===== src/design/clcd_pkg.sv =====
// Shared types, codes and the power-up command list for the character LCD nibble writer.
package clcd_pkg;

    // Request codes
    localparam logic [1:0] ACT_DATA = 2'd0;
    localparam logic [1:0] ACT_CMD  = 2'd1;
    localparam logic [1:0] ACT_GOTO = 2'd2;
    localparam logic [1:0] ACT_INIT = 2'd3;

    // Panel layouts
    localparam logic [1:0] GEOM_16X2 = 2'd0;
    localparam logic [1:0] GEOM_16X4 = 2'd1;
    localparam logic [1:0] GEOM_20X4 = 2'd2;

    // Result item kinds
    localparam logic KIND_PIN   = 1'b0;
    localparam logic KIND_DELAY = 1'b1;

    // Commands at or below this value need the long settle time
    localparam logic [7:0] CMD_SLOW_MAX = 8'h02;
    localparam logic [2:0] SLOW_WAIT_MS = 3'd2;

    // Power-up list length and default request queue depth
    localparam int INIT_OPS    = 12;
    localparam int QUEUE_DEPTH = 2;

    localparam int OP_IDX_W = $clog2(INIT_OPS);

    typedef struct packed {
        logic       init;
        logic       rs;
        logic [7:0] byte_val;
    } clcd_job_t;

    typedef struct packed {
        logic       is_delay;
        logic [7:0] cmd;
        logic [2:0] wait_ms;
        logic       last;
    } clcd_op_t;

    // DDRAM base address of a row for the given layout
    function automatic logic [7:0] row_base(input logic [1:0] geom, input logic [1:0] row);
        logic [7:0] base;
        base = 8'hC0;
        if (row == 2'd0) begin
            base = 8'h80;
        end else if (geom inside {GEOM_16X4, GEOM_20X4}) begin
            case (row)
                2'd1:    base = 8'hC0;
                2'd2:    base = (geom == GEOM_16X4) ? 8'h90 : 8'h94;
                default: base = (geom == GEOM_16X4) ? 8'hD0 : 8'hD4;
            endcase
        end
        return base;
    endfunction

    // Power-up list: byte or wait, one entry per step
    function automatic clcd_op_t init_op(input logic [OP_IDX_W-1:0] idx);
        clcd_op_t op;
        op = '{is_delay: 1'b0, cmd: 8'h00, wait_ms: 3'd0, last: 1'b0};
        case (idx)
            4'd0:    op.cmd = 8'h30;
            4'd1:    begin op.is_delay = 1'b1; op.wait_ms = 3'd5; end
            4'd2:    op.cmd = 8'h30;
            4'd3:    begin op.is_delay = 1'b1; op.wait_ms = 3'd1; end
            4'd4:    op.cmd = 8'h30;
            4'd5:    op.cmd = 8'h02;
            4'd6:    begin op.is_delay = 1'b1; op.wait_ms = SLOW_WAIT_MS; end
            4'd7:    op.cmd = 8'h28;
            4'd8:    op.cmd = 8'h0C;
            4'd9:    op.cmd = 8'h06;
            4'd10:   op.cmd = 8'h01;
            default: begin
                op.is_delay = 1'b1;
                op.wait_ms  = SLOW_WAIT_MS;
                op.last     = 1'b1;
            end
        endcase
        return op;
    endfunction

    // Step idx of a request: the power-up list, or one byte and an optional settle wait
    function automatic clcd_op_t op_at(input clcd_job_t job, input logic [OP_IDX_W-1:0] idx);
        clcd_op_t op;
        logic     slow;
        slow = !job.rs && (job.byte_val <= CMD_SLOW_MAX);
        if (job.init) begin
            op = init_op(idx);
        end else if (idx == '0) begin
            op = '{is_delay: 1'b0, cmd: job.byte_val, wait_ms: 3'd0, last: !slow};
        end else begin
            op = '{is_delay: 1'b1, cmd: 8'h00, wait_ms: SLOW_WAIT_MS, last: 1'b1};
        end
        return op;
    endfunction

endpackage


===== src/design/clcd_front.sv =====
// Request front end: geometry register, request decode and queue push.
module clcd_front (
    input  logic              aclk,
    input  logic              aresetn,
    input  logic              cfg_wr_en,
    input  logic [1:0]        cfg_wr_data,
    input  logic              s_valid,
    output logic              s_ready,
    input  logic [1:0]        s_action,
    input  logic [7:0]        s_byte_value,
    input  logic [4:0]        s_column,
    input  logic [1:0]        s_row,
    input  logic              q_full,
    output logic              q_push,
    output clcd_pkg::clcd_job_t q_job
);

    logic [1:0] geometry_reg;
    logic [1:0] geometry_next;

    always_comb begin
        geometry_next = cfg_wr_en ? cfg_wr_data : geometry_reg;
    end

    always_ff @(posedge aclk) begin
        if (!aresetn) begin
            geometry_reg <= clcd_pkg::GEOM_16X2;
        end else begin
            geometry_reg <= geometry_next;
        end
    end

    assign s_ready = !q_full;
    assign q_push  = s_valid && !q_full;

    always_comb begin
        q_job = '{init: 1'b0, rs: 1'b0, byte_val: s_byte_value};
        case (s_action)
            clcd_pkg::ACT_DATA: q_job.rs = 1'b1;
            clcd_pkg::ACT_CMD:  q_job.rs = 1'b0;
            clcd_pkg::ACT_GOTO: begin
                // set DDRAM address: row base plus column, wraps at 8 bits
                q_job.byte_val = clcd_pkg::row_base(geometry_reg, s_row) + {3'b000, s_column};
            end
            default:            q_job.init = 1'b1;
        endcase
    end

endmodule


===== src/design/clcd_queue.sv =====
// Small request queue between the front end and the nibble sequencer.
module clcd_queue #(
    parameter int DEPTH = clcd_pkg::QUEUE_DEPTH
) (
    input  logic              aclk,
    input  logic              aresetn,
    input  logic              push,
    input  clcd_pkg::clcd_job_t push_job,
    output logic              full,
    input  logic              pop,
    output logic              pop_valid,
    output clcd_pkg::clcd_job_t pop_job
);

    localparam int PTR_W = (DEPTH > 1) ? $clog2(DEPTH) : 1;
    localparam int CNT_W = $clog2(DEPTH + 1);

    clcd_pkg::clcd_job_t mem [DEPTH];

    logic [PTR_W-1:0] wr_ptr_reg, wr_ptr_next;
    logic [PTR_W-1:0] rd_ptr_reg, rd_ptr_next;
    logic [CNT_W-1:0] count_reg, count_next;
    logic             do_push, do_pop;

    assign full      = (count_reg == CNT_W'(DEPTH));
    assign pop_valid = (count_reg != '0);
    assign pop_job   = mem[rd_ptr_reg];
    assign do_push   = push && !full;
    assign do_pop    = pop && pop_valid;

    always_comb begin
        wr_ptr_next = wr_ptr_reg;
        rd_ptr_next = rd_ptr_reg;
        count_next  = count_reg;
        if (do_push) begin
            wr_ptr_next = (wr_ptr_reg == PTR_W'(DEPTH - 1)) ? '0 : wr_ptr_reg + 1'b1;
        end
        if (do_pop) begin
            rd_ptr_next = (rd_ptr_reg == PTR_W'(DEPTH - 1)) ? '0 : rd_ptr_reg + 1'b1;
        end
        if (do_push && !do_pop) begin
            count_next = count_reg + 1'b1;
        end else if (do_pop && !do_push) begin
            count_next = count_reg - 1'b1;
        end
    end

    always_ff @(posedge aclk) begin
        if (!aresetn) begin
            wr_ptr_reg <= '0;
            rd_ptr_reg <= '0;
            count_reg  <= '0;
        end else begin
            wr_ptr_reg <= wr_ptr_next;
            rd_ptr_reg <= rd_ptr_next;
            count_reg  <= count_next;
        end
    end

    always_ff @(posedge aclk) begin
        if (do_push) begin
            mem[wr_ptr_reg] <= push_job;
        end
    end

`ifndef ASSERT_OFF
    a_count_bound: assert property (@(posedge aclk) disable iff (!aresetn)
        count_reg <= CNT_W'(DEPTH))
        else $error("queue count above depth");

    a_push_moves_count: assert property (@(posedge aclk) disable iff (!aresetn)
        (do_push && !do_pop) |=> (count_reg == $past(count_reg) + 1'b1))
        else $error("push without pop did not grow the queue");
`endif

endmodule


===== src/design/clcd_back.sv =====
// Nibble sequencer: queued requests to pin and wait items, one per unstalled cycle.
module clcd_back (
    input  logic              aclk,
    input  logic              aresetn,
    input  logic              q_valid,
    input  clcd_pkg::clcd_job_t q_job,
    output logic              q_pop,
    output logic              m_valid,
    input  logic              m_ready,
    output logic              m_kind,
    output logic              m_reg_select,
    output logic              m_enable,
    output logic [3:0]        m_nibble,
    output logic [2:0]        m_wait_ms,
    output logic              m_last
);

    localparam int IDX_W = clcd_pkg::OP_IDX_W;

    logic                busy_reg, busy_next;
    clcd_pkg::clcd_job_t job_reg, job_next;
    logic [IDX_W-1:0]    idx_reg, idx_next;
    logic [1:0]          phase_reg, phase_next;
    logic                m_valid_reg, m_valid_next;

    logic       m_kind_reg, m_reg_select_reg, m_enable_reg, m_last_reg;
    logic [3:0] m_nibble_reg;
    logic [2:0] m_wait_ms_reg;

    clcd_pkg::clcd_op_t op;
    logic               load_out, emit, item_last, op_done;

    assign op        = clcd_pkg::op_at(job_reg, idx_reg);
    assign load_out  = !m_valid_reg || m_ready;
    assign emit      = busy_reg && load_out;
    assign op_done   = op.is_delay || (phase_reg == 2'd3);
    assign item_last = op.last && op_done;
    assign q_pop     = q_valid && (!busy_reg || (emit && item_last));

    always_comb begin
        busy_next    = busy_reg;
        job_next     = job_reg;
        idx_next     = idx_reg;
        phase_next   = phase_reg;
        m_valid_next = load_out ? emit : m_valid_reg;
        if (emit) begin
            if (item_last) begin
                busy_next = 1'b0;
            end else if (op_done) begin
                idx_next   = idx_reg + 1'b1;
                phase_next = 2'd0;
            end else begin
                phase_next = phase_reg + 1'b1;
            end
        end
        if (q_pop) begin
            busy_next  = 1'b1;
            job_next   = q_job;
            idx_next   = '0;
            phase_next = 2'd0;
        end
    end

    always_ff @(posedge aclk) begin
        if (!aresetn) begin
            busy_reg    <= 1'b0;
            idx_reg     <= '0;
            phase_reg   <= 2'd0;
            m_valid_reg <= 1'b0;
        end else begin
            busy_reg    <= busy_next;
            idx_reg     <= idx_next;
            phase_reg   <= phase_next;
            m_valid_reg <= m_valid_next;
        end
    end

    // payload, no reset
    always_ff @(posedge aclk) begin
        job_reg <= job_next;
        if (emit) begin
            m_last_reg <= item_last;
            if (op.is_delay) begin
                m_kind_reg       <= clcd_pkg::KIND_DELAY;
                m_reg_select_reg <= 1'b0;
                m_enable_reg     <= 1'b0;
                m_nibble_reg     <= 4'h0;
                m_wait_ms_reg    <= op.wait_ms;
            end else begin
                m_kind_reg       <= clcd_pkg::KIND_PIN;
                m_reg_select_reg <= job_reg.rs && !job_reg.init;
                m_enable_reg     <= !phase_reg[0];
                m_nibble_reg     <= phase_reg[1] ? op.cmd[3:0] : op.cmd[7:4];
                m_wait_ms_reg    <= 3'd0;
            end
        end
    end

    assign m_valid      = m_valid_reg;
    assign m_kind       = m_kind_reg;
    assign m_reg_select = m_reg_select_reg;
    assign m_enable     = m_enable_reg;
    assign m_nibble     = m_nibble_reg;
    assign m_wait_ms    = m_wait_ms_reg;
    assign m_last       = m_last_reg;

`ifndef ASSERT_OFF
    a_idx_range: assert property (@(posedge aclk) disable iff (!aresetn)
        busy_reg |-> (idx_reg <= IDX_W'(clcd_pkg::INIT_OPS - 1)))
        else $error("sequencer step beyond power-up list");

    a_strobe_pair: assert property (@(posedge aclk) disable iff (!aresetn)
        (m_valid && m_ready && (m_kind == clcd_pkg::KIND_PIN) && m_enable)
        |=> (m_valid && (m_kind == clcd_pkg::KIND_PIN) && !m_enable
             && (m_nibble == $past(m_nibble))))
        else $error("enable high not followed by matching enable low");

    a_last_strobe_low: assert property (@(posedge aclk) disable iff (!aresetn)
        (m_valid && m_last) |-> !m_enable)
        else $error("request ended with enable high");

    a_delay_quiet: assert property (@(posedge aclk) disable iff (!aresetn)
        (m_valid && (m_kind == clcd_pkg::KIND_DELAY))
        |-> (!m_enable && !m_reg_select && (m_nibble == 4'h0) && (m_wait_ms != 3'd0)))
        else $error("wait item carries pin levels");
`endif

endmodule


===== src/design/char_lcd_nibble_writer_core.sv =====
// Top level of the character LCD 4-bit nibble writer.
// Turns LCD requests (data byte, command byte, cursor go-to, power-up init) into
// a stream of pin-level transactions for a 4-bit HD44780-style bus: each byte
// goes out high nibble first, each nibble as an enable-high then enable-low
// item, and a wait item follows slow commands (0x00..0x02) and the fixed
// power-up waits. The sequencer puts out one item per clock while m_ready does
// not stall it; a data or fast command request is 4 items, a slow command 5, a
// go-to 4 (a row base plus column never falls in the slow range), and the
// power-up sequence 36; the single-item output register sets the rate.
// Requests are taken while earlier ones are still going out, up to QUEUE_DEPTH
// waiting in the queue; a request taken into an idle block goes to the queue,
// then to the sequencer, then its first item to the output register. Geometry
// is sampled when a request is taken; write it only while the block is idle.
module char_lcd_nibble_writer_core #(
    parameter int QUEUE_DEPTH = clcd_pkg::QUEUE_DEPTH
) (
    input  logic       aclk,
    input  logic       aresetn,
    // configuration
    input  logic       cfg_wr_en,
    input  logic [1:0] cfg_wr_data,
    // request channel
    input  logic       s_valid,
    output logic       s_ready,
    input  logic [1:0] s_action,
    input  logic [7:0] s_byte_value,
    input  logic [4:0] s_column,
    input  logic [1:0] s_row,
    // item channel
    output logic       m_valid,
    input  logic       m_ready,
    output logic       m_kind,
    output logic       m_reg_select,
    output logic       m_enable,
    output logic [3:0] m_nibble,
    output logic [2:0] m_wait_ms,
    output logic       m_last
);

    // front end to queue
    logic                q_full;
    logic                q_push;
    clcd_pkg::clcd_job_t q_push_job;

    // queue to sequencer
    logic                q_pop;
    logic                q_valid;
    clcd_pkg::clcd_job_t q_pop_job;

    // decode and geometry lookup
    clcd_front u_front (
        .aclk         (aclk),
        .aresetn      (aresetn),
        .cfg_wr_en    (cfg_wr_en),
        .cfg_wr_data  (cfg_wr_data),
        .s_valid      (s_valid),
        .s_ready      (s_ready),
        .s_action     (s_action),
        .s_byte_value (s_byte_value),
        .s_column     (s_column),
        .s_row        (s_row),
        .q_full       (q_full),
        .q_push       (q_push),
        .q_job        (q_push_job)
    );

    // decouples request intake from item output
    clcd_queue #(
        .DEPTH (QUEUE_DEPTH)
    ) u_queue (
        .aclk      (aclk),
        .aresetn   (aresetn),
        .push      (q_push),
        .push_job  (q_push_job),
        .full      (q_full),
        .pop       (q_pop),
        .pop_valid (q_valid),
        .pop_job   (q_pop_job)
    );

    // nibble/strobe sequencer with registered output
    clcd_back u_back (
        .aclk         (aclk),
        .aresetn      (aresetn),
        .q_valid      (q_valid),
        .q_job        (q_pop_job),
        .q_pop        (q_pop),
        .m_valid      (m_valid),
        .m_ready      (m_ready),
        .m_kind       (m_kind),
        .m_reg_select (m_reg_select),
        .m_enable     (m_enable),
        .m_nibble     (m_nibble),
        .m_wait_ms    (m_wait_ms),
        .m_last       (m_last)
    );

endmodule


===== config.mk =====
export PLATFORM = sky130hd
export DESIGN_NAME = char_lcd_nibble_writer_core
export DESIGN_NICKNAME = d
export VERILOG_FILES = /design/src/design/clcd_pkg.sv /design/src/design/clcd_front.sv /design/src/design/clcd_queue.sv /design/src/design/clcd_back.sv /design/src/design/char_lcd_nibble_writer_core.sv
export SDC_FILE = /design/constraint.sdc
export NUM_CORES = 1
export LEC_CHECK = 0
export ABC_AREA = 1
export BUFFER_PORTS_ARGS = -buffer_cell sky130_fd_sc_hd__clkbuf_2
export CAP_MARGIN = 20
export CORE_MARGIN = 2
export CORE_UTILIZATION = 30
export CTS_CLUSTER_DIAMETER = 60
export DETAILED_ROUTE_END_ITERATION = 7
export GPL_TIMING_DRIVEN = 0
export PLACE_DENSITY_LB_ADDON = 0.08
export SLEW_MARGIN = 5
export SYNTH_ARGS = -nofsm -noshare
export SYNTH_HDL_FRONTEND = slang
export SYNTH_SLANG_ARGS = --single-unit
export TNS_END_PERCENT = 50

===== constraint.sdc =====
create_clock -name aclk -period 2.48 [get_ports aclk]
set_clock_uncertainty 0.15 [all_clocks]
set_input_delay 0.124 -clock aclk [delete_from_list [all_inputs] [get_ports aclk]]
set_output_delay 0.124 -clock aclk [all_outputs]
set_load 0.02 [all_outputs]

==> impl.org <==
** Die
- Standard cell core area :: 0.008593 mm2
- Initial cell density of the core :: 30.55%
- The die covers 0.009514 mm2.
- The floorplan has 34 rows.
- For this design the top-level I/O count stands at 37.
- DIE WIDTH :: 97.54 um
- Measured along the y axis, the die boundary spans a little under 100 um.

** Clock tree
- Root buffer cell :: sky130_fd_sc_hd__clkbuf_8
- In this run, CTS created clock tree buffers numbering 5.
- No sink is reached through more buffers than the 2 on the longest clock path.
- Latest clock arrival within the worst-skew pair :: 0.31 ns
- CTS built an H-tree with a depth of 2.
- Clk slew on worst S/H paths :: 0.09 ns
- TritonCTS clock tree :: built
- The clock drives 55 sinks.

** Power and ir drop
- Static power due to leakage :: 0.001374 uW
- Share of power burned in combinational logic :: 28.8%
- VDD sags by at most 0.3023 mV.
- Sequential cells account for between 40% and 50% of the total power.
- For this design the total switching power over the nets is 925.4 uW.
- Design internal power :: 2038 uW
- Switching Share :: 31.23%
- Of the total power, the clock network draws a little under a quarter.
- The design draws about 3000 uW.
- In this run the power density over the cells is 886.4 mW/mm2.

** Setup path
- The startpoint identified for the worst register-to-register timing path is u_back.idx_reg[0].
- Capture point of the worst path :: u_queue.mem[0][0]
- Element type at the critical path start :: primary input
- The worst setup path is captured at a flop.
- Setup slack on the worst reg-to-reg path comes out at 0.19 ns.
- Endpoint of the worst register-to-register path :: u_queue.count_reg[1]
- The critical path starts at s_action[1].
- Data arrives at the worst endpoint at 2.24 ns.
- Measured in cells, the most critical reg-to-reg path has a length of 15.
- Largest fanout of any net on the critical path :: 9
- Endpoint required time on the critical path :: around 2.4 ns
- Kind of critical path :: in -> reg

** Logic synthesis
- For this run, the register share of the synthesized area comes to 57.58%.
- In this run the biggest area consumer among cell types represents 46.90% of the synthesized area.
- Synth Area in Compound Gates :: 7.102%
- Area share of and/or/nand/nor cells after synthesis :: 18.06%
- Counting every instance in the synthesized netlist gives between 200 and 300.
- Mux share of post-synthesis cell area :: 4.290%
- Post-synthesis share of cell area spent on xor and xnor gates :: under 10%
- After synthesis, the largest family of logic cells by area is simple AND/OR/NAND/NOR gates.
- The number of nets handed over by synthesis was approximately 290.
- Counting distinct cell types in the post-synthesis netlist gives 30.
- Of all cell types, the one taking the most synthesized area is sky130_fd_sc_hd__edfxtp_1.
- Synthesized area :: 0.002625 mm2
- Leading post-synthesis cells by cell area :: sky130_fd_sc_hd__edfxtp_1 (47%), sky130_fd_sc_hd__dfxtp_1 (11%), sky130_fd_sc_hd__nand2_1 (6.4%), sky130_fd_sc_hd__ha_1 (6.2%), sky130_fd_sc_hd__inv_1 (4.4%)
- During synthesis, Yosys emitted a total of 0 warnings.
- The average instance in the mapped netlist occupies a little over 10 um2.
- Summing the areas of all fa, ha and maj instances in the mapped netlist gives 6.196% of the synthesized area.
- Count of state elements after synthesis :: between 50 and 60

** Global route
- The initial antenna violation count is 0.
- Number of global-route vias before repair :: 1,907
- Global routing finished with a remaining overflow of 0.
- Wire length of the first global-routing pass :: roughly 8200 um
- Total global routing track utilization :: between 10% and 20%
- Largest net degree at the start of global routing :: 17

** Layout
- Leaving out filler cells and counting taps, the final layout contains around 430.
- Fill count :: 880
- Max FFs per register :: 20
- Area overhead of the layout relative to synthesis :: 27.36%
- Cells with a size suffix above 1 make up 26.96% of the layout.
- Final #Nets :: around 360
- Count of inserted antenna diode cells :: 0
- Cell area after layout :: 0.003343 mm2

** Place
- HPWL after detailed placement :: 3497 um
- Total placed instance area :: 0.002940 mm2
- Routability congestion estimate :: ~0.77
- In this run the tool buffered the top-level ports with 36 buffer cells.
- Once placement completed, the tool counted placed cells totaling 398.

** STA
- Tightest slew margin relative to the limit :: 40.06%
- After layout, the worst path uses 94.70% of the clock period.
- The final max-slew violation count is 0.
- Number of endpoints failing setup at the final stage :: 0
- Setup repair after global routing left no endpoint under its margin.
- Final Hold Vio Count :: 0
- Tightest hold margin :: ~0.015 ns
- Setup Total Neg Slack :: 0 ns
- Min Clock Period, post-route :: 2.349 ns
- Tightest Pin Transition :: 0.8958 ns
- Highest Clock Rate :: 0.4258 GHz

** Worst hold path
- Number of stages on the worst hold path :: 3
- In this run the worst hold path is classified as in -> reg.

** Routing
- Routed via count :: 1,870
- Using the TritonRoute via totals, the vias-per-cell ratio works out to 4.379.
- Post-detailed-route wirelength per cell :: 11.26 um
- The first TritonRoute pass finished after 4 iterations.
- In this run, the number of DRC markers left after iteration 0 of detailed routing was 61.
- Routed WL :: approximately 4800 um
- In the routed design, unresolved DRC markers number 0.
- The count of nets left with antenna violations once routing finished came out at 0.

** Run
- Number of max-cap violations :: 0

** Status
- The run finished with clean final reports.
-- per-layer routing --
layer	track usage (%)	share of wire, %
met5	0	0
met1	12.21	46
met2	19.20	50
met4	3.526	1.1
met3	2.518	3.5
-- critical path, stage by stage --
cell	delay, ns
sky130_fd_sc_hd__dlygate4sd3_1	0.52
sky130_fd_sc_hd__clkbuf_2	0.12
sky130_fd_sc_hd__inv_1	0.04
sky130_fd_sc_hd__nor2_1	0.35
sky130_fd_sc_hd__clkinv_1	0.34
sky130_fd_sc_hd__nand2_1	0.13
sky130_fd_sc_hd__nand2_1	0.05
sky130_fd_sc_hd__dlygate4sd3_1	0.57
-- cell usage in the layout (no fill, tap or decap), types with 2 or more instances in the layout --
cell type                       instances
sky130_fd_sc_hd__nand2_1               44
sky130_fd_sc_hd__edfxtp_1              41
sky130_fd_sc_hd__clkbuf_2              36
sky130_fd_sc_hd__nor2_1                28
sky130_fd_sc_hd__inv_1                 28
sky130_fd_sc_hd__dlygate4sd3_1         17
sky130_fd_sc_hd__a21oi_1               13
sky130_fd_sc_hd__dfxtp_1               12
sky130_fd_sc_hd__mux2_2                10
sky130_fd_sc_hd__ha_1                  10
sky130_fd_sc_hd__o21ai_0                8
sky130_fd_sc_hd__nand3_1                7
sky130_fd_sc_hd__nor2_2                 5
sky130_fd_sc_hd__inv_2                  5
sky130_fd_sc_hd__nor3_1                 5
sky130_fd_sc_hd__clkbuf_8               5
sky130_fd_sc_hd__buf_4                  4
sky130_fd_sc_hd__nand3_2                3
sky130_fd_sc_hd__nand2_4                3
sky130_fd_sc_hd__o21ai_1                3
sky130_fd_sc_hd__ha_4                   3
sky130_fd_sc_hd__nand2_2                2
sky130_fd_sc_hd__nand4_1                2
sky130_fd_sc_hd__o31ai_1                2
sky130_fd_sc_hd__xnor2_1                2
sky130_fd_sc_hd__a2111oi_0              2
sky130_fd_sc_hd__xor2_1                 2
sky130_fd_sc_hd__a211oi_1               2
sky130_fd_sc_hd__bufinv_16              2
sky130_fd_sc_hd__dfxtp_4                2
-- cell usage after synthesis --
cell type                   instances
sky130_fd_sc_hd__a2111oi_0          2
sky130_fd_sc_hd__a211oi_1           2
sky130_fd_sc_hd__a21oi_1           14
sky130_fd_sc_hd__a221oi_1           1
sky130_fd_sc_hd__buf_1              1
sky130_fd_sc_hd__buf_6              1
sky130_fd_sc_hd__clkinv_1           1
sky130_fd_sc_hd__dfxtp_1           14
sky130_fd_sc_hd__edfxtp_1          41
sky130_fd_sc_hd__ha_1              13
sky130_fd_sc_hd__inv_1             31
sky130_fd_sc_hd__inv_2              2
sky130_fd_sc_hd__mux2_2            10
sky130_fd_sc_hd__nand2_1           45
sky130_fd_sc_hd__nand2_2            2
sky130_fd_sc_hd__nand2_4            2
sky130_fd_sc_hd__nand3_1            7
sky130_fd_sc_hd__nand3_2            4
sky130_fd_sc_hd__nand4_1            2
sky130_fd_sc_hd__nor2_1            29
sky130_fd_sc_hd__nor2_2             4
sky130_fd_sc_hd__nor2_4             1
sky130_fd_sc_hd__nor3_1             5
sky130_fd_sc_hd__nor4_1             1
sky130_fd_sc_hd__o21ai_0           10
sky130_fd_sc_hd__o21ai_1            2
sky130_fd_sc_hd__o31ai_1            2
sky130_fd_sc_hd__or2_2              1
sky130_fd_sc_hd__xnor2_1            2
sky130_fd_sc_hd__xor2_1             2
-- layout make-up --
| type | count | area, um2 | area share (%) |
|---|---|---|---|
| flip-flops and latches | 55 | 1519 | 45.43 |
| multi-input cells | 163 | 1033 | 30.91 |
| repair buffers | 57 | 380.4 | 11.38 |
| well taps | 108 | 135.1 | 4.042 |
| inverters | 34 | 127.6 | 3.817 |
| clock buffers | 6 | 72.57 | 2.171 |
| clock inverters | 2 | 60.06 | 1.796 |
| plain buffers | 2 | 15.01 | 0.4491 |
-- how the worst min path moves through the flow --
| stage | end | slack [ns] | start |
|---|---|---|---|
| CTS | u_queue.mem[1][4] | 0.01 | s_byte_value[4] |
| finish | u_queue.mem[1][4] | 0.01 | s_byte_value[4] |
| global placement | u_front.geometry_reg[0] | 0.20 | cfg_wr_data[0] |
| floorplan | u_queue.rd_ptr_reg | 0.09 | aresetn |
| global route | u_queue.mem[0][4] | 0.03 | s_byte_value[4] |
| detailed placement | u_front.geometry_reg[0] | 0.21 | cfg_wr_data[0] |
-- logic make-up (layout without fill, tap and decap cells) --
logic type | count (synthesis) | in the layout
muxes | 10 | 10
and+or+nand+nor | 103 | 103
buffers and inverters | 36 | 101
adders and majority gates | 13 | 13
AOI/OAI and AO/OA | 33 | 33
DFF | 55 | 55
xor gates and xnor gates | 4 | 4
-- power by group through the flow --
stage / combinational (uW) / clock [uW] / sequential, uW
global placement: 802 / 0 / 1440
detailed placement: 800 / 0 / 1440
finish: 853 / 698 / 1410
CTS: 844 / 724 / 1420
floorplan: 523 / 0 / 1480
global route: 967 / 755 / 1440
-- metrics by stage --
stage | setup slack [ns] | util, %
5_1_grt | 0.007358 | 38.91
3_3_place_gp | -0.3152 | 34.22
4_1_cts | 0.005670 | 38.28
2_1_floorplan | 0.002346 | -
6_report | 0.1314 | 38.91
3_5_place_dp | -0.3142 | 34.22
-- repair_timing --
item	4_1_cts	5_1_grt
pin swaps	2	3
gates cloned	0	0
hold buffers	17	0
setup buffers	3	1
hold endpoints to repair	20	0
setup endpoints to repair	12	12
resized for setup	10	10
Power figures use the tool's default switching activity.
